==> src/design/assert_macros.svh <==
// assertion macros used by the queue unit
// no dependencies; expects a clock named clk and a reset named rst in scope
`ifndef ASSERT_MACROS_SVH
`define ASSERT_MACROS_SVH

// property must hold at every clock edge outside reset
`define DEPQ_ASSERT(lbl, prop, msg) \
  lbl: assert property (@(posedge clk) disable iff (rst) prop) else $error(msg);

// expression must never be true outside reset
`define DEPQ_NEVER(lbl, expr, msg) \
  lbl: assert property (@(posedge clk) disable iff (rst) !(expr)) else $error(msg);

`endif

==> src/design/depq_pkg.sv <==
// shared types and constants for the double-ended priority queue
// no dependencies
package depq_pkg;

  localparam int DEPTH_DEFAULT = 16;
  localparam int VALUE_W       = 32;
  localparam int ACTION_W      = 3;
  localparam int COUNT_FIELD_W = 5;

  localparam logic [ACTION_W-1:0] ACT_INSERT   = 3'd0;
  localparam logic [ACTION_W-1:0] ACT_FIND_MIN = 3'd1;
  localparam logic [ACTION_W-1:0] ACT_FIND_MAX = 3'd2;
  localparam logic [ACTION_W-1:0] ACT_DEL_MIN  = 3'd3;
  localparam logic [ACTION_W-1:0] ACT_DEL_MAX  = 3'd4;

  localparam logic [VALUE_W-1:0] EMPTY_RESULT = '1;

  typedef enum logic [2:0] {
    ST_IDLE,
    ST_LOOKUP,
    ST_SHIFT,
    ST_PLACE,
    ST_DONE
  } state_t;

endpackage

==> src/design/depq_store.sv <==
// value store of the queue: one write port, one read port, registered read data
// depends on depq_pkg
module depq_store #(
  parameter int DEPTH = depq_pkg::DEPTH_DEFAULT,
  parameter int AW    = $clog2(DEPTH)
) (
  input  logic                                 clk,
  input  logic                                 we,
  input  logic [AW-1:0]                        waddr,
  input  logic signed [depq_pkg::VALUE_W-1:0]  wdata,
  input  logic [AW-1:0]                        raddr,
  output logic signed [depq_pkg::VALUE_W-1:0]  rdata
);
  import depq_pkg::*;

  logic signed [VALUE_W-1:0] mem [DEPTH];

  always_ff @(posedge clk) begin
    if (we) begin
      mem[waddr] <= wdata;
    end
  end

  always_ff @(posedge clk) begin
    rdata <= mem[raddr];
  end

endmodule

==> src/design/double_ended_priority_queue_unit.sv <==
// Double-ended priority queue of up to DEPTH signed 32-bit values, kept in
// ascending order in a circular region of one single-port-write memory.
// On an insert, larger entries move up one memory slot per cycle through the
// single read and write port. New requests stall until the current response
// is loaded. No clearing pass after reset.
// Depends on depq_pkg, depq_store and assert_macros.svh.
module double_ended_priority_queue_unit #(
  parameter int DEPTH = depq_pkg::DEPTH_DEFAULT
) (
  input  logic                                       clk,
  input  logic                                       rst,
  input  logic                                       req_valid,
  output logic                                       req_stall,
  input  logic [depq_pkg::ACTION_W-1:0]              action,
  input  logic signed [depq_pkg::VALUE_W-1:0]        value,
  output logic                                       rsp_valid,
  input  logic                                       rsp_stall,
  output logic signed [depq_pkg::VALUE_W-1:0]        result_value,
  output logic                                       was_empty,
  output logic                                       was_full,
  output logic [depq_pkg::COUNT_FIELD_W-1:0]         entry_count
);
  import depq_pkg::*;
  `include "assert_macros.svh"

  localparam int AW = $clog2(DEPTH);
  localparam int CW = $clog2(DEPTH + 1);

  state_t state, state_next;

  logic [CW-1:0]              count, count_next;
  logic [AW-1:0]              head, head_next;
  logic [CW-1:0]              k, k_next;
  logic signed [VALUE_W-1:0]  val_q, val_next;
  logic signed [VALUE_W-1:0]  res_q, res_next;
  logic                       empty_q, empty_next;
  logic                       full_q, full_next;
  logic                       rsp_valid_next;

  logic                       mem_we;
  logic [AW-1:0]              mem_waddr;
  logic signed [VALUE_W-1:0]  mem_wdata;
  logic [AW-1:0]              mem_raddr;
  logic signed [VALUE_W-1:0]  mem_rdata;

  logic accept;
  logic out_load;
  logic is_empty;
  logic is_full;

  function automatic logic [AW-1:0] phys(input logic [AW-1:0] base,
                                         input logic [CW-1:0] off);
    logic [CW:0] sum;
    sum = (CW+1)'(base) + (CW+1)'(off);
    if (sum >= (CW+1)'(DEPTH)) begin
      sum = sum - (CW+1)'(DEPTH);
    end
    return AW'(sum);
  endfunction

  depq_store #(.DEPTH(DEPTH), .AW(AW)) u_store (
    .clk   (clk),
    .we    (mem_we),
    .waddr (mem_waddr),
    .wdata (mem_wdata),
    .raddr (mem_raddr),
    .rdata (mem_rdata)
  );

  assign req_stall = (state != ST_IDLE);
  assign accept    = req_valid && !req_stall;
  assign out_load  = (state == ST_DONE) && (!rsp_valid || !rsp_stall);
  assign is_empty  = (count == '0);
  assign is_full   = (count == CW'(DEPTH));

  // next state
  always_comb begin
    state_next = state;
    unique case (state)
      ST_IDLE: begin
        if (accept) begin
          state_next = ST_DONE;
          unique case (action)
            ACT_INSERT: begin
              if (!is_full && !is_empty) begin
                state_next = ST_SHIFT;
              end
            end
            ACT_FIND_MIN, ACT_FIND_MAX: begin
              if (!is_empty) begin
                state_next = ST_LOOKUP;
              end
            end
            default: state_next = ST_DONE;
          endcase
        end
      end
      ST_LOOKUP: state_next = ST_DONE;
      ST_SHIFT: begin
        if (val_q < mem_rdata) begin
          if (k == '0) begin
            state_next = ST_PLACE;
          end
        end else begin
          state_next = ST_DONE;
        end
      end
      ST_PLACE: state_next = ST_DONE;
      ST_DONE: begin
        if (out_load) begin
          state_next = ST_IDLE;
        end
      end
      default: state_next = ST_IDLE;
    endcase
  end

  // datapath and memory control
  always_comb begin
    count_next = count;
    head_next  = head;
    k_next     = k;
    val_next   = val_q;
    res_next   = res_q;
    empty_next = empty_q;
    full_next  = full_q;
    mem_we     = 1'b0;
    mem_waddr  = phys(head, CW'(k + CW'(1)));
    mem_wdata  = mem_rdata;
    mem_raddr  = phys(head, '0);
    unique case (state)
      ST_IDLE: begin
        if (accept) begin
          val_next   = value;
          empty_next = is_empty;
          full_next  = 1'b0;
          res_next   = '0;
          unique case (action)
            ACT_INSERT: begin
              if (is_full) begin
                full_next = 1'b1;
              end else if (is_empty) begin
                mem_we     = 1'b1;
                mem_waddr  = phys(head, '0);
                mem_wdata  = value;
                count_next = count + CW'(1);
              end else begin
                mem_raddr = phys(head, count - CW'(1));
                k_next    = count - CW'(1);
              end
            end
            ACT_FIND_MIN: begin
              if (is_empty) begin
                res_next = EMPTY_RESULT;
              end
            end
            ACT_FIND_MAX: begin
              if (is_empty) begin
                res_next = EMPTY_RESULT;
              end else begin
                mem_raddr = phys(head, count - CW'(1));
              end
            end
            ACT_DEL_MIN: begin
              if (!is_empty) begin
                head_next  = phys(head, CW'(1));
                count_next = count - CW'(1);
              end
            end
            ACT_DEL_MAX: begin
              if (!is_empty) begin
                count_next = count - CW'(1);
              end
            end
            default: res_next = '0;
          endcase
        end
      end
      ST_LOOKUP: res_next = mem_rdata;
      ST_SHIFT: begin
        mem_we = 1'b1;
        if (val_q < mem_rdata) begin
          // move the larger entry up one slot
          if (k != '0) begin
            mem_raddr = phys(head, k - CW'(1));
            k_next    = k - CW'(1);
          end
        end else begin
          mem_wdata  = val_q;
          count_next = count + CW'(1);
        end
      end
      ST_PLACE: begin
        mem_we     = 1'b1;
        mem_waddr  = phys(head, '0);
        mem_wdata  = val_q;
        count_next = count + CW'(1);
      end
      ST_DONE: res_next = res_q;
      default: res_next = res_q;
    endcase
  end

  always_comb begin
    if (out_load) begin
      rsp_valid_next = 1'b1;
    end else if (rsp_valid && !rsp_stall) begin
      rsp_valid_next = 1'b0;
    end else begin
      rsp_valid_next = rsp_valid;
    end
  end

  always_ff @(posedge clk) begin
    if (rst) begin
      state     <= ST_IDLE;
      count     <= '0;
      head      <= '0;
      rsp_valid <= 1'b0;
    end else begin
      state     <= state_next;
      count     <= count_next;
      head      <= head_next;
      rsp_valid <= rsp_valid_next;
    end
  end

  always_ff @(posedge clk) begin
    k       <= k_next;
    val_q   <= val_next;
    res_q   <= res_next;
    empty_q <= empty_next;
    full_q  <= full_next;
    if (out_load) begin
      result_value <= res_q;
      was_empty    <= empty_q;
      was_full     <= full_q;
      entry_count  <= COUNT_FIELD_W'(count);
    end
  end

  `DEPQ_NEVER(a_count_bound, count > CW'(DEPTH), "entry count above depth")
  `DEPQ_ASSERT(a_accept_leaves_idle, accept |=> state != ST_IDLE, "idle after accept")
  `DEPQ_ASSERT(a_shift_in_range, state == ST_SHIFT |-> k < count, "shift position out of range")
  `DEPQ_ASSERT(a_write_states, mem_we |-> state != ST_LOOKUP && state != ST_DONE, "stray write")

endmodule
==> config.mk <==
export PLATFORM = sky130hd
export DESIGN_NAME = double_ended_priority_queue_unit
export DESIGN_NICKNAME = d
export VERILOG_FILES = /design/src/design/depq_pkg.sv /design/src/design/depq_store.sv /design/src/design/double_ended_priority_queue_unit.sv
export VERILOG_INCLUDE_DIRS = /design/src /design/src/design
export SDC_FILE = /design/constraint.sdc
export NUM_CORES = 1
export LEC_CHECK = 0
export BUFFER_PORTS_ARGS = -buffer_cell sky130_fd_sc_hd__buf_4
export CORE_MARGIN = 8
export CORE_UTILIZATION = 30
export DETAILED_ROUTE_END_ITERATION = 6
export PLACE_DENSITY = 0.46
export SYNTH_ARGS = -nofsm -noshare
export SYNTH_HDL_FRONTEND = slang
export SYNTH_SLANG_ARGS = --single-unit
==> constraint.sdc <==
create_clock -name clk -period 12.6 [get_ports clk]
set_clock_uncertainty 0.2 [all_clocks]
set_input_delay 0.63 -clock clk [delete_from_list [all_inputs] [get_ports clk]]
set_output_delay 0.63 -clock clk [all_outputs]
set_load 0.05 [all_outputs]
==> flow_summary.ini <==
[cts]
numCtsBuffers = 71
cts_tree = built
numClockSinks = 667
cts_root_buf = clkbuf_16
ctsHtreeMaxLevel = 3
post_cts_buffers = 0
clk_pin_slew_ps = 60
clock_latency_ps = 610
cts_buffer_depth = 3

[cells_and_area]
area_delta_synth_final_pct = 16.46
drive_above_1_share = 0.1643
nets = 2007
antennaDiodeCount = 0
layoutNonFillerInstCount = 3158
finalInstanceArea_um2 = 32160

[yosys]
synth.distinct_cells = 63
synthCells = 1804
yosysTopAreaCell = edfxtp_1
syn_area_um2 = 27610
synth_compound_area_frac = 0.07468
netlist_top_cells_area = edfxtp_1, mux2i_1, o211ai_1
synthSimpleGateAreaFrac = 0.05918
synth_nets = 1892
synth_top_family_by_area = multiplexers
synth_adder_area_share = 0.02302
synth_top_cell_area_share = 0.6765
synth.most_common_cell = edfxtp_1
synthTopCellsByCount = edfxtp_1, nand2_1, mux2i_1
synth_area_per_cell_um2 = 15.31
ys_warn_count = 0
synthFlopType = edfxtp_1
synth_xor_area_frac = 0.007613
ys_async_sr_fraction = 0
synth_edf_count = 622
yosysSeqAreaShare = 0.7091
synth-seq-cells = 667
synthMuxAreaShare = 0.1016

[timing]
rsz0062_at_grt = no
fin_ws_ps = 7195
worst_pin_slew_ps = 1268
max_slew_margin = 0.1549
fmax_ghz = 0.1850
tns_ps = 0
maxSlewViolCount = 0
setup_viol = 0
finalCriticalPeriod_ps = 5405
period_share = 0.4290
hold_viol_final = 0

[min_path]
worst_hold_path_type = primary input to flop

[flow_run]
cap_violations = 0

[drt]
vias = 15400
highest_layer = met4
wl_um = 72020
drt-initial-drc-count = 1044
wl_met2_um = 34510
wl_per_cell_um = 22.80
drt_first_pass_iters = 5
ant_nets = 0
wl_met3_um = 2762
detail_route.wirelength.met1_um = 33300
route.detailed.drc = 0
via_per_inst = 4.876

[placement]
dp_cells = 3003
routabilityCongestion = 0.7779
dp_slack_ps = 7108
io_buffers = 79
placed_area_um2 = 29640
dpl.hpwl_um = 40310

[floorplan]
dieWidth_um = 319.4
ioPinCount = 80
design.core.area_um2 = 91390
start_util = 0.3021
dieArea_um2 = 102000
num_rows = 111
die_height_um = 319.4

[grt]
grt_max_degree = 182
overflow = 0
antenna_found_initial = 0
grt_pass1_vias = 15580
grt_usage = 0.1390
grt_pass1_wl_um = 106100

[power_and_ir_drop]
vdd_drop_max_uv = 87.78
powerDensity_nw_per_um2 = 152.5
p_leak_nw = 11.59
finalPower_mw = 4.904

[status]
status = complete, no violations

[setup_path]
start_kind = flop
critical_path_class = flop to flop
reg2reg_depth = 13
worstPathMaxFanout = 135
worstSetupEndpoint = u_store.rdata[5]$_DFF_P_
required_ps = 12790
timing.rr.start = u_store.rdata[14]$_DFF_P_
crit_arrival_ps = 5600
r2r-end = u_store.rdata[5]$_DFF_P_
endpoint_kind = flop
startpoint = u_store.rdata[14]$_DFF_P_
r2r_setup_slack_ps = 7190
[worst min-delay path by stage]
stage                                    from                          to  slack (ps)  depth (start not counted)
after global routing                value[13]         val_q[13]$_DFFE_PP_          20                          1
after detailed placement  res_q[15]$_DFFE_PP_  result_value[15]$_DFFE_PP_         200                          0
after CTS                           value[28]         val_q[28]$_DFFE_PP_           2                          1
after global placement    res_q[10]$_DFFE_PP_  result_value[10]$_DFFE_PP_         200                          0
after floorplan            res_q[0]$_DFFE_PP_   result_value[0]$_DFFE_PP_         200                          0
final                               value[28]         val_q[28]$_DFFE_PP_          40                          1
[where the power goes]
group	internal [mW]	switching [mW]	leakage [nW]
Combinational	0.104	0.237	4.47
Clock	1.17	0.850	1.09
Sequential	2.51	0.0316	6.03
[worst max-delay path: stages (launching register included)]
cell and delay (ps):
dfxtp_1 490, inv_1 90, ha_1 300, nand4_1 140
nor3_1 340, o2bb2ai_1 350, o21ai_1 240, and3_1 230
a211oi_4 250, buf_12 570, buf_4 840, mux2_2 420
o211ai_1 170, nand4_1 280
[layout make-up]
class | instances | area, um2
Fill cell | 8689 | 59230
Sequential cell | 667 | 19580
Multi-Input combinational cell | 992 | 7538
Clock buffer | 95 | 1949
Tap cell | 1186 | 1484
Timing Repair Buffer | 141 | 1156
Clock inverter | 31 | 277.8
Inverter | 46 | 172.7
[registers in the layout, indices dropped and copies added, names as in the netlist]
signal	count
val_q	32
res_q	32
full_q	1
entry_count	5
result_value	32
was_full	1
state	3
empty_q	1
rsp_valid	1
u_store.rdata	32
u_store.mem	512
head	4
k	5
was_empty	1
count	5
[per-layer routing]
metal / global-route usage / up-vias
met4: 0.04099 / 0
li1: - / 7142
met3: 0.02159 / 82
met2: 0.2287 / 299
met5: 0 / -
met1: 0.1891 / 7876
[kinds of logic after synthesis]
family                     count (synthesis)
AOI/OAI and AO/OA                        283
xor gates and xnor gates                  24
adders and majority gates                 49
buffers and inverters                    145
DFF                                      667
muxes                                    264
and+or+nand+nor                          372
[through the flow]
step           hold WS, ps  utilization
6_report             38.94       0.3519
5_1_grt              16.38       0.3519
4_1_cts              2.384       0.3519
3_5_place_dp         204.5       0.3243
3_3_place_gp         200.7       0.3243
2_1_floorplan        200.3            -
[cells in the final DEF (no fill, tap or decap), types with 3 or more instances in the layout]
cell type	synthesis	final
fa_1	3	3
nor2_1	58	40
and3_1	5	5
clkinv_1	0	9
xor2_1	7	7
dfxtp_1	45	45
edfxtp_1	622	622
clkinv_2	0	11
nor2_4	0	18
clkinvlp_4	0	3
a21o_1	41	41
nand3_1	6	6
nand4_1	41	41
dlygate4sd3_1	0	29
o211ai_1	130	130
mux2_1	58	58
ha_1	46	46
xnor2_1	17	17
o21ai_0	17	17
mux2_2	73	73
a31oi_1	8	6
o21a_1	3	3
buf_4	19	110
clkbuf_8	0	4
inv_1	44	44
nand2_1	228	228
a22oi_1	34	34
mux2i_1	133	133
clkbuf_16	0	73
a21oi_1	25	24
nor3_1	16	15
bufinv_16	0	4
clkbuf_1	49	18
[timing repair]
action / in CTS / in global routing
setup endpoints to repair: 0 / 0
hold buffers: 29 / 0
hold endpoints to repair: 29 / 0
resized for setup: 0 / 0
Power figures use the tool's default switching activity.
